<file path="config.mk">
export PLATFORM = sky130hd
export DESIGN_NAME = sliding_window_first_negative
export DESIGN_NICKNAME = d
export VERILOG_FILES = /design/src/rtl/swfn_pkg.sv /design/src/rtl/sliding_window_first_negative.sv
export SDC_FILE = /design/constraint.sdc
export NUM_CORES = 2
export LEC_CHECK = 0
export BUFFER_PORTS_ARGS = -buffer_cell sky130_fd_sc_hd__buf_2
export CAP_MARGIN = 10
export CORE_MARGIN = 2
export CORE_UTILIZATION = 43
export DETAILED_ROUTE_END_ITERATION = 12
export GPL_ROUTABILITY_DRIVEN = 0
export HOLD_SLACK_MARGIN = 0.08
export SKIP_LAST_GASP = 1
export SLEW_MARGIN = 20
export SYNTH_ARGS = -nofsm -noshare
export SYNTH_HDL_FRONTEND = slang
export SYNTH_SLANG_ARGS = --single-unit
</file>
<file path="constraint.sdc">
create_clock -name clk -period 14 [get_ports clk]
set_input_delay 1.4 -clock clk [delete_from_list [all_inputs] [get_ports clk]]
set_output_delay 1.4 -clock clk [all_outputs]
set_load 0.02 [all_outputs]
</file>
<file path="src/rtl/swfn_pkg.sv">
// ----------------------------------------------------------------------------
// swfn_pkg
// Shared constants for the sliding-window first-negative block.
// ----------------------------------------------------------------------------
package swfn_pkg;

  localparam int WINDOW_SIZE_W = 7;
  localparam logic [WINDOW_SIZE_W-1:0] WINDOW_SIZE_RESET = 7'd3;

endpackage

</file>
<file path="src/rtl/sliding_window_first_negative.sv">
// ----------------------------------------------------------------------------
// sliding_window_first_negative
// Reports the earliest negative sample inside a sliding window of samples.
// ----------------------------------------------------------------------------
// One sample is accepted per clock cycle while in_ready is high, and its
// result, if any, appears in the output register on the next cycle; in_ready
// follows the output register (it stays high while a waiting result is being
// taken). The negative samples still inside the window are held in a
// WINDOW_MAX-entry queue memory with two registered read ports that mirror
// the queue front and the entry behind it, so each transaction does at most
// one pop and one push. A result is produced once window_size samples of the
// current array have arrived (a window_size of 0 counts as 1, one above
// WINDOW_MAX as WINDOW_MAX). After a window_size write, in_ready is held low
// while the queued entries outside the new window are popped one at a time.
module sliding_window_first_negative
  import swfn_pkg::*;
#(
  parameter int WINDOW_MAX   = 64,
  parameter int SAMPLE_WIDTH = 16
) (
  input  logic                           clk,
  input  logic                           rst,
  input  logic                           cfg_we,
  input  logic [WINDOW_SIZE_W-1:0]       cfg_wdata,
  input  logic                           in_valid,
  output logic                           in_ready,
  input  logic signed [SAMPLE_WIDTH-1:0] sample,
  input  logic                           first_of_array,
  output logic                           out_valid,
  input  logic                           out_ready,
  output logic signed [SAMPLE_WIDTH-1:0] first_negative,
  output logic                           found
);

  localparam int POS_MOD = 2 * WINDOW_MAX;
  localparam int PTR_W   = (WINDOW_MAX > 1) ? $clog2(WINDOW_MAX) : 1;
  localparam int POS_W   = $clog2(POS_MOD);
  localparam int CNT_W   = $clog2(WINDOW_MAX + 1);
  localparam int CW      = (CNT_W > WINDOW_SIZE_W) ? CNT_W : WINDOW_SIZE_W;

  function automatic logic [PTR_W-1:0] ptr_inc(input logic [PTR_W-1:0] p);
    return (p == PTR_W'(WINDOW_MAX - 1)) ? '0 : p + 1'b1;
  endfunction

  function automatic logic [POS_W-1:0] pos_age(input logic [POS_W-1:0] p,
                                               input logic [POS_W-1:0] q);
    logic [POS_W:0] d;
    d = {1'b0, p} - {1'b0, q};
    if (p < q) d = d + (POS_W + 1)'(POS_MOD);
    return d[POS_W-1:0];
  endfunction

  // configuration
  logic [WINDOW_SIZE_W-1:0] window_size;
  logic [CW-1:0]            ws_ext;
  logic [CNT_W-1:0]         weff;

  // queue state
  logic [SAMPLE_WIDTH-1:0] mem_val [WINDOW_MAX];
  logic [POS_W-1:0]        mem_pos [WINDOW_MAX];
  logic [SAMPLE_WIDTH-1:0] front_val, second_val;
  logic [POS_W-1:0]        front_pos, second_pos;
  logic [PTR_W-1:0]        head, head_next, tail, tail_next;
  logic [CNT_W-1:0]        count, count_next;
  logic [POS_W-1:0]        position, position_next;
  logic [CNT_W-1:0]        fill, fill_next;
  logic                    draining, draining_next;

  // step logic
  logic                    accept;
  logic [PTR_W-1:0]        base_head, base_tail, head_pop, rd_addr0, rd_addr1;
  logic [CNT_W-1:0]        base_cnt, cnt_pop;
  logic [POS_W-1:0]        base_pos;
  logic [CNT_W-1:0]        base_fill;
  logic                    pop, push, drain_pop;
  logic                    res_valid, res_found;
  logic [SAMPLE_WIDTH-1:0] res_val;

  assign ws_ext = CW'(window_size);
  always_comb begin
    priority if (ws_ext == '0) begin
      weff = CNT_W'(1);
    end else if (ws_ext > CW'(WINDOW_MAX)) begin
      weff = CNT_W'(WINDOW_MAX);
    end else begin
      weff = ws_ext[CNT_W-1:0];
    end
  end

  always_ff @(posedge clk) begin
    if (rst) begin
      window_size <= WINDOW_SIZE_RESET;
    end else if (cfg_we) begin
      window_size <= cfg_wdata;
    end
  end

  assign in_ready = !draining && (!out_valid || out_ready);
  assign accept   = in_valid && in_ready;

  always_comb begin
    base_head = first_of_array ? '0 : head;
    base_tail = first_of_array ? '0 : tail;
    base_cnt  = first_of_array ? '0 : count;
    base_pos  = first_of_array ? '0 : position;
    base_fill = first_of_array ? '0 : fill;

    pop      = (base_cnt != '0) && (pos_age(base_pos, front_pos) >= POS_W'(weff));
    head_pop = pop ? ptr_inc(base_head) : base_head;
    cnt_pop  = base_cnt - CNT_W'(pop);
    push     = sample[SAMPLE_WIDTH-1] && (cnt_pop < CNT_W'(WINDOW_MAX));

    res_valid = ((base_fill < weff) ? base_fill + 1'b1 : weff) == weff;
    priority if (cnt_pop != '0) begin
      res_found = 1'b1;
      res_val   = pop ? second_val : front_val;
    end else if (push) begin
      res_found = 1'b1;
      res_val   = sample;
    end else begin
      res_found = 1'b0;
      res_val   = '0;
    end

    drain_pop = (count != '0) && (pos_age(position, front_pos) >= POS_W'(weff));

    head_next     = head;
    tail_next     = tail;
    count_next    = count;
    position_next = position;
    fill_next     = fill;
    draining_next = draining;
    if (accept) begin
      head_next     = head_pop;
      tail_next     = push ? ptr_inc(base_tail) : base_tail;
      count_next    = cnt_pop + CNT_W'(push);
      position_next = (base_pos == POS_W'(POS_MOD - 1)) ? '0 : base_pos + 1'b1;
      fill_next     = (base_fill < weff) ? base_fill + 1'b1 : weff;
    end else if (draining) begin
      if (drain_pop) begin
        head_next  = ptr_inc(head);
        count_next = count - 1'b1;
      end else begin
        draining_next = 1'b0;
      end
    end
    if (cfg_we) draining_next = 1'b1;
  end

  assign rd_addr0 = head_next;
  assign rd_addr1 = ptr_inc(head_next);

  always_ff @(posedge clk) begin
    if (rst) begin
      head     <= '0;
      tail     <= '0;
      count    <= '0;
      position <= '0;
      fill     <= '0;
      draining <= 1'b0;
    end else begin
      head     <= head_next;
      tail     <= tail_next;
      count    <= count_next;
      position <= position_next;
      fill     <= fill_next;
      draining <= draining_next;
    end
  end

  // queue memory; read ports mirror the front and the entry behind it
  always_ff @(posedge clk) begin
    if (accept && push) begin
      mem_val[base_tail] <= sample;
      mem_pos[base_tail] <= base_pos;
    end
    if (accept && push && base_tail == rd_addr0) begin
      front_val <= sample;
      front_pos <= base_pos;
    end else begin
      front_val <= mem_val[rd_addr0];
      front_pos <= mem_pos[rd_addr0];
    end
    if (accept && push && base_tail == rd_addr1) begin
      second_val <= sample;
      second_pos <= base_pos;
    end else begin
      second_val <= mem_val[rd_addr1];
      second_pos <= mem_pos[rd_addr1];
    end
  end

  // result register
  always_ff @(posedge clk) begin
    if (rst) begin
      out_valid <= 1'b0;
    end else if (accept) begin
      out_valid <= res_valid;
    end else if (out_ready) begin
      out_valid <= 1'b0;
    end
  end

  always_ff @(posedge clk) begin
    if (accept && res_valid) begin
      first_negative <= res_val;
      found          <= res_found;
    end
  end

  a_none_is_zero: assert property (@(posedge clk) disable iff (rst)
    out_valid && !found |-> first_negative == '0)
    else $error("result without negative carries nonzero value");

  a_found_negative: assert property (@(posedge clk) disable iff (rst)
    out_valid && found |-> first_negative[SAMPLE_WIDTH-1])
    else $error("reported first negative is not negative");

  a_count_bound: assert property (@(posedge clk) disable iff (rst)
    count <= CNT_W'(WINDOW_MAX))
    else $error("queue count exceeds depth");

  a_empty_ptrs: assert property (@(posedge clk) disable iff (rst)
    count == '0 |-> head == tail)
    else $error("empty queue with unequal pointers");

  a_second_order: assert property (@(posedge clk) disable iff (rst)
    count > CNT_W'(1) |-> second_pos != front_pos)
    else $error("queue front entries share a position");

endmodule
</file>
== Word level (Yosys, flattened, before mapping) ==
Memories as Yosys holds them, arrays and structs flattened. A register that Yosys moved wholly into a read port is not among the register bits.
Index checks and enable logic that the tools add are counted.

* Add/subtract/negate cells: 13
* Multiply operators: 0
* Divide/modulo/power cells: 0
* $lt $le $gt $ge: 7
* Eq/ne operators: 7
* Shift-type cells: 0
* Muxes and demuxes: 35
* Bitwise logic cells: 0
* Reduce and logical (&&, ||, !) cells: 18

{| class="wikitable"
|+ Operator list
! operator !! number
|-
| 7-bit 2-to-1 mux || 12
|-
| 6-bit 2-to-1 mux || 11
|-
| 16-bit 2-to-1 mux || 3
|-
| 7-bit by 1-bit adder with 7-bit output, second input constant || 4
|-
| 6-bit by 1-bit adder with 6-bit output, second input constant || 4
|-
| 6-bit equality test, second input constant || 4
|-
| 7-bit less-than comparator || 3
|-
| 7-bit nonzero test || 3
|-
| 7-bit >= comparator || 2
|-
| 7-bit subtractor || 2
|-
| 1-bit 2-to-1 mux || 9
|-
| 7-bit by 1-bit adder with 7-bit output || 1
|-
| 7-bit equality test || 1
|-
| 7-bit equality test, second input constant || 1
|-
| 7-bit > comparator, second input constant || 1
|-
| 1-bit logical AND || 7
|-
| 7-bit logical NOT || 1
|-
| 7-bit less-than comparator, second input constant || 1
|-
| 7-bit by 1-bit subtractor with 7-bit output || 1
|-
| 7-bit by 1-bit subtractor with 7-bit output, second input constant || 1
|-
| 2-bit nonzero test || 3
|-
| 1-bit logical NOT || 2
|-
| 2-bit != test, second input constant || 1
|-
| 2-bit AND reduction || 1
|-
| 1-bit logical OR || 1
|}

* Register bits: 59
* Latch bits: 0
* Memory bits (writable): 1472
* Memory bits (read-only): 0
* Bits of input ports: 29
* Output and inout bits: 19
* Word-level logic and storage cells: 92
* Memories: 2

{| class="wikitable"
|+ Memories
! name !! words !! bits a word !! rd ports !! clocked after memory_dff !! wr ports !! line !! source
|-
| mem_val || 64 || 16 || 2 || 2 || 1 || sliding_window_first_negative.sv:59 || <nowiki>logic [SAMPLE_WIDTH-1:0] mem_val [WINDOW_MAX];</nowiki>
|-
| mem_pos || 64 || 7 || 1 || 1 || 1 || sliding_window_first_negative.sv:60 || <nowiki>logic [POS_W-1:0] mem_pos [WINDOW_MAX];</nowiki>
|}

== Depth between registers and ports, before layout ==
* Word-level depth: 12
* Gate-level depth with buffers: 33
* Depth with buffers taken out: 30

== Worst setup path before layout ==
No wires, ideal clock.

* Path type: input -> register
* From: input first_of_array
* To: memory mem_pos[13][0] in the netlist's numbering (enable)
* Setup time: 403 ps
* Arrival: 8690 ps
* Required time: 13597 ps
* Slack: 4907 ps
* Cell stages on the path: 23
* Buffers on the path: 3
* Cell sequence: clkbuf_1 -> buf_1 -> clkbuf_1 -> nor2b_1 -> ha_1 -> a21oi_1 -> o21bai_1 -> a21o_1 -> a21oi_1 -> xnor2_1 -> xnor2_1 -> ha_1 -> o2111ai_1 -> o31ai_2 -> and2_1 -> ha_1 -> ha_1 -> a21oi_1 -> and3b_1 -> nand2_1 -> nor2_1 -> nand4_1 -> nor2_1

* Longest elaborated chain between the ends: 12
* Elaborated cells between the ends (all ways): 16
* Classes of those cells: add/sub (3); order compare (3); mux (6); reduce/logical (4)

{| class="wikitable"
|+ Ends and longest elaborated chain
! item !! line !! source
|-
| start, declared || sliding_window_first_negative.sv:28 || <nowiki>input logic first_of_array,</nowiki>
|-
| 7-bit 2-to-1 mux (*) || sliding_window_first_negative.sv:105 || <nowiki>base_pos = first_of_array ? '0 : position;</nowiki>
|-
| via base_pos[2] || sliding_window_first_negative.sv:73 || <nowiki>logic [POS_W-1:0] base_pos;</nowiki>
|-
| 7-bit subtractor || sliding_window_first_negative.sv:48 || <nowiki>d = {1'b0, p} - {1'b0, q};</nowiki>
|-
| 7-bit by 1-bit adder with 7-bit output || sliding_window_first_negative.sv:49 || <nowiki>if (p < q) d = d + (POS_W + 1)'(POS_MOD);</nowiki>
|-
| 7-bit 2-to-1 mux (*) || sliding_window_first_negative.sv:49 ||
|-
| 7-bit >= comparator (*) || sliding_window_first_negative.sv:108 || <nowiki>pop = (base_cnt != '0) && (pos_age(base_pos, front_pos) >= POS_W'(weff));</nowiki>
|-
| 1-bit logical AND (*) || sliding_window_first_negative.sv:108 ||
|-
| 7-bit by 1-bit subtractor with 7-bit output (*) || sliding_window_first_negative.sv:110 || <nowiki>cnt_pop = base_cnt - CNT_W'(pop);</nowiki>
|-
| 7-bit less-than comparator (*) || sliding_window_first_negative.sv:111 || <nowiki>push = sample[SAMPLE_WIDTH-1] && (cnt_pop < CNT_W'(WINDOW_MAX));</nowiki>
|-
| 1-bit logical AND (*) || sliding_window_first_negative.sv:111 ||
|-
| 1-bit logical AND (*) || - ||
|-
| 1-bit 2-to-1 mux (*) || sliding_window_first_negative.sv:173 || <nowiki>if (accept && push) begin</nowiki>
|-
| 1-bit 2-to-1 mux (implied by the code) (*) || sliding_window_first_negative.sv:175 || <nowiki>mem_pos[base_tail] <= base_pos;</nowiki>
|-
| end, declared || sliding_window_first_negative.sv:60 ||
|}

Mark *: on every way through the listed nets, which the timed path passes. The rest lies on a longest branch.

==> results_dict.tcl <==
set metrics [dict create \
    antenna_found_initial 14 \
    setup-tns-final_ps 0 \
    yosys.cell_types.count 73 \
    grt_pass1_vias 36544 \
    final_cell_mix "edfxtp_1, mux4_2, clkbuf_16, mux2i_1, nor2_1" \
    power_mw 13.3 \
    grt_max_degree 96 \
    synth_area_mm2 0.0693 \
    fin_cells 5781 \
    swShare_pct 30.1 \
    rsz0062_at_grt "false" \
    wl_per_cell_um 35.0 \
    syn_area_per_cell_um2 20.3 \
    grt_overflow_total 0 \
    seqPwrFrac_pct 39.6 \
    via_per_inst 6.35 \
    hold_path_class "reg2reg" \
    grt_first_pass_wirelength_um 283000 \
    cts_tree "yes" \
    first_iter_violations 4609 \
    num_vias 36723 \
    worst_pin_slew_ps 1160 \
    fin_crit_ps 10350 \
    cts_setup_buffers 0 \
    setup_violations 0 \
    ctsHtreeMaxLevel 4 \
    fin_ws_ps 3650 \
    place_area_mm2 0.0725 \
    synth-edff-count 1489 \
    clk_latency_ps 810 \
    dp_hpwl_um 120000 \
    drive_above_1_share_pct 33.7 \
    crit_chain "buf_4 > mux4_2 > mux4_2 > mux4_2 > fa_1 > inv_1 > a21oi_1 > o21bai_1 > a21o_1 > a21oi_1 > xnor2_1 > xnor2_1 > ha_1 > o2111ai_1 > o31ai_2 > and2_1 > ha_1 > ha_1 > a21oi_1 > and3b_1 > nand2_1 > nor2_1 > nand3_1 > nor2_4" \
    io_pins 48 \
    internal-power_mw 9.32 \
    p_per_area_mw_per_mm2 171 \
    synth_ff_type "edfxtp_1" \
    rows 147 \
    clk_pin_slew_ps 60 \
    synthArstFlopShare_pct 0 \
    fin_area_mm2 0.0779 \
    fin_skew_ps 37.0 \
    max_stage_delay_ps 1130 \
    drv_slew 0 \
    drt_pass1_iterations 5 \
    clock_power_share_pct 32.6 \
    ys_ff_latch 1543 \
    ys_warn_count 0 \
    worstPathRequired_ps 14400 \
    critical_path.top_delay_family "simple AND/OR/NAND/NOR gates" \
    dieArea_mm2 0.164 \
    chipHeight_um 405 \
    hold_viol_final 0 \
    pre_cts_ws_ps 3520 \
    area_growth_syn_to_layout_pct 12.5 \
    synth-seq-area-share_pct 66.1 \
    cts_buffers 163 \
    post_cts_resized 0 \
    io_buffers 47 \
    synth_cells 3412 \
    postRouteAntennaNets 0 \
    critPathBufInv 2 \
    max_freq_mhz 96.6 \
    cts_num_sinks 1543 \
    crit_path_end_kind "register" \
    cts_hold_buf 0 \
    peakVddDrop_uv 144 \
    dp.cells 5476 \
    track_usage_pct 24.9 \
    startpoint_type "register" \
    maxCapViolCount 0 \
    crit_arrival_ps 10750 \
    period_share_pct 73.9 \
    leakage_nw 23.6 \
    final_common_cell "edfxtp_1" \
    status "finished clean" \
    post-route-drc-count 0 \
    nets 3559 \
    slowest_stage "nor2_4" \
    combinationalPowerShare_pct 27.8 \
    cts_buffer_depth 3 \
    syn-num-nets 3487 \
    root_buffer "clkbuf_16" \
    relSlewSlack_pct 22.5 \
    drt_wl_total_um 202000 \
    die_w_um 405 \
    power.net_switching_mw 4.01 \
    coreArea_mm2 0.160 \
    crit_type "reg2reg" \
    worstPathMaxFanout 44 \
    initial_core_util_pct 43.2 \
]
[worst min-delay path, delay by kind of cell (launching register included)]
family / cells / cell delay [ps]
simple gates: 1 / 80
compound gates: 1 / 60
flops: 1 / 320
[sequential cells by signal (all words and copies together), names as in the netlist, named ones only]
register	count
draining	1
count	7
out_valid	1
window_size	7
head	6
mem_val	1024
fill	7
first_negative	16
tail	6
position	7
mem_pos	448
found	1
[metal layers]
metal / track usage, % / vias up / wire, um
met5: 0 / - / 76
met4: 8.96 / 12 / 7620
met3: 5.19 / 324 / 17100
met2: 38.7 / 1642 / 95600
met1: 34.8 / 19947 / 82000
li1: - / 14798 / -
[worst paths after layout]
kind	cells after the start	to	start	slack, ps
worst min-delay path	2	fill[6]$_SDFFE_PP0P_	fill[6]$_SDFFE_PP0P_	480
worst max-delay path	24	mem_val[3][2]$_DFFE_PP_	register	3650
worst max register to register	24	mem_val[3][2]$_DFFE_PP_	register	3650
worst min register to register	2	fill[6]$_SDFFE_PP0P_	fill[6]$_SDFFE_PP0P_	480
[power by group through the flow]
stage / clock [mW] / sequential, mW / combinational (mW)
6_report: 4.35 / 5.27 / 3.70
5_1_grt: 4.57 / 5.28 / 3.89
4_1_cts: 4.40 / 5.28 / 3.73
3_5_place_dp: 0 / 5.37 / 3.72
3_3_place_gp: 0 / 5.38 / 3.71
2_1_floorplan: 0 / 5.23 / 2.61
[logic make-up after synthesis]
group,Yosys count,share of synthesized area (%)
mux,851,25.4
compound gates,284,2.94
fa+ha+maj,46,0.852
xor+xnor,36,0.455
simple gates,383,2.58
buf+inv,269,1.65
flops,1543,66.1
[cell type report]
class	instances	area, um2
Fill cell	12976	82300
Sequential cell	1543	45800
Multi-Input combinational cell	1600	22900
Clock buffer	204	4370
Tap cell	2160	2700
Timing Repair Buffer	142	1080
Clock inverter	93	930
Inverter	34	131
Antenna cell	5	12.5
[Yosys cell counts (all sizes together) (9+ instances only)]
| master | n | share of area (%) |
|---|---|---|
| inv | 31 | 0.17 |
| mux2i | 110 | 1.6 |
| a31oi | 13 | 0.12 |
| a21oi | 47 | 0.34 |
| edfxtp | 1489 | 65 |
| nand2b | 13 | 0.12 |
| a221oi | 45 | 0.57 |
| nand2 | 77 | 0.42 |
| a221o | 13 | 0.19 |
| nor3 | 13 | 0.094 |
| xnor2 | 23 | 0.29 |
| ha | 44 | 0.79 |
| mux2 | 16 | 0.26 |
| xor2 | 13 | 0.16 |
| nand3 | 29 | 0.21 |
| mux4 | 725 | 24 |
| clkbuf | 130 | 0.70 |
| nor2b | 33 | 0.30 |
| a211oi | 16 | 0.17 |
| and3 | 9 | 0.081 |
| dfxtp | 54 | 1.6 |
| nor2 | 166 | 0.90 |
| a22oi | 21 | 0.23 |
| o21ai | 62 | 0.45 |
| buf | 105 | 0.76 |
| a32oi | 12 | 0.15 |
[through the flow]
step	utilization, %	hold WS (ps)
after global routing	48.6	513
after detailed placement	45.3	471
final	48.6	485
after CTS	48.6	486
after floorplan	-	449
after global placement	45.3	464
No activity file was read; power rests on OpenSTA's default activity.
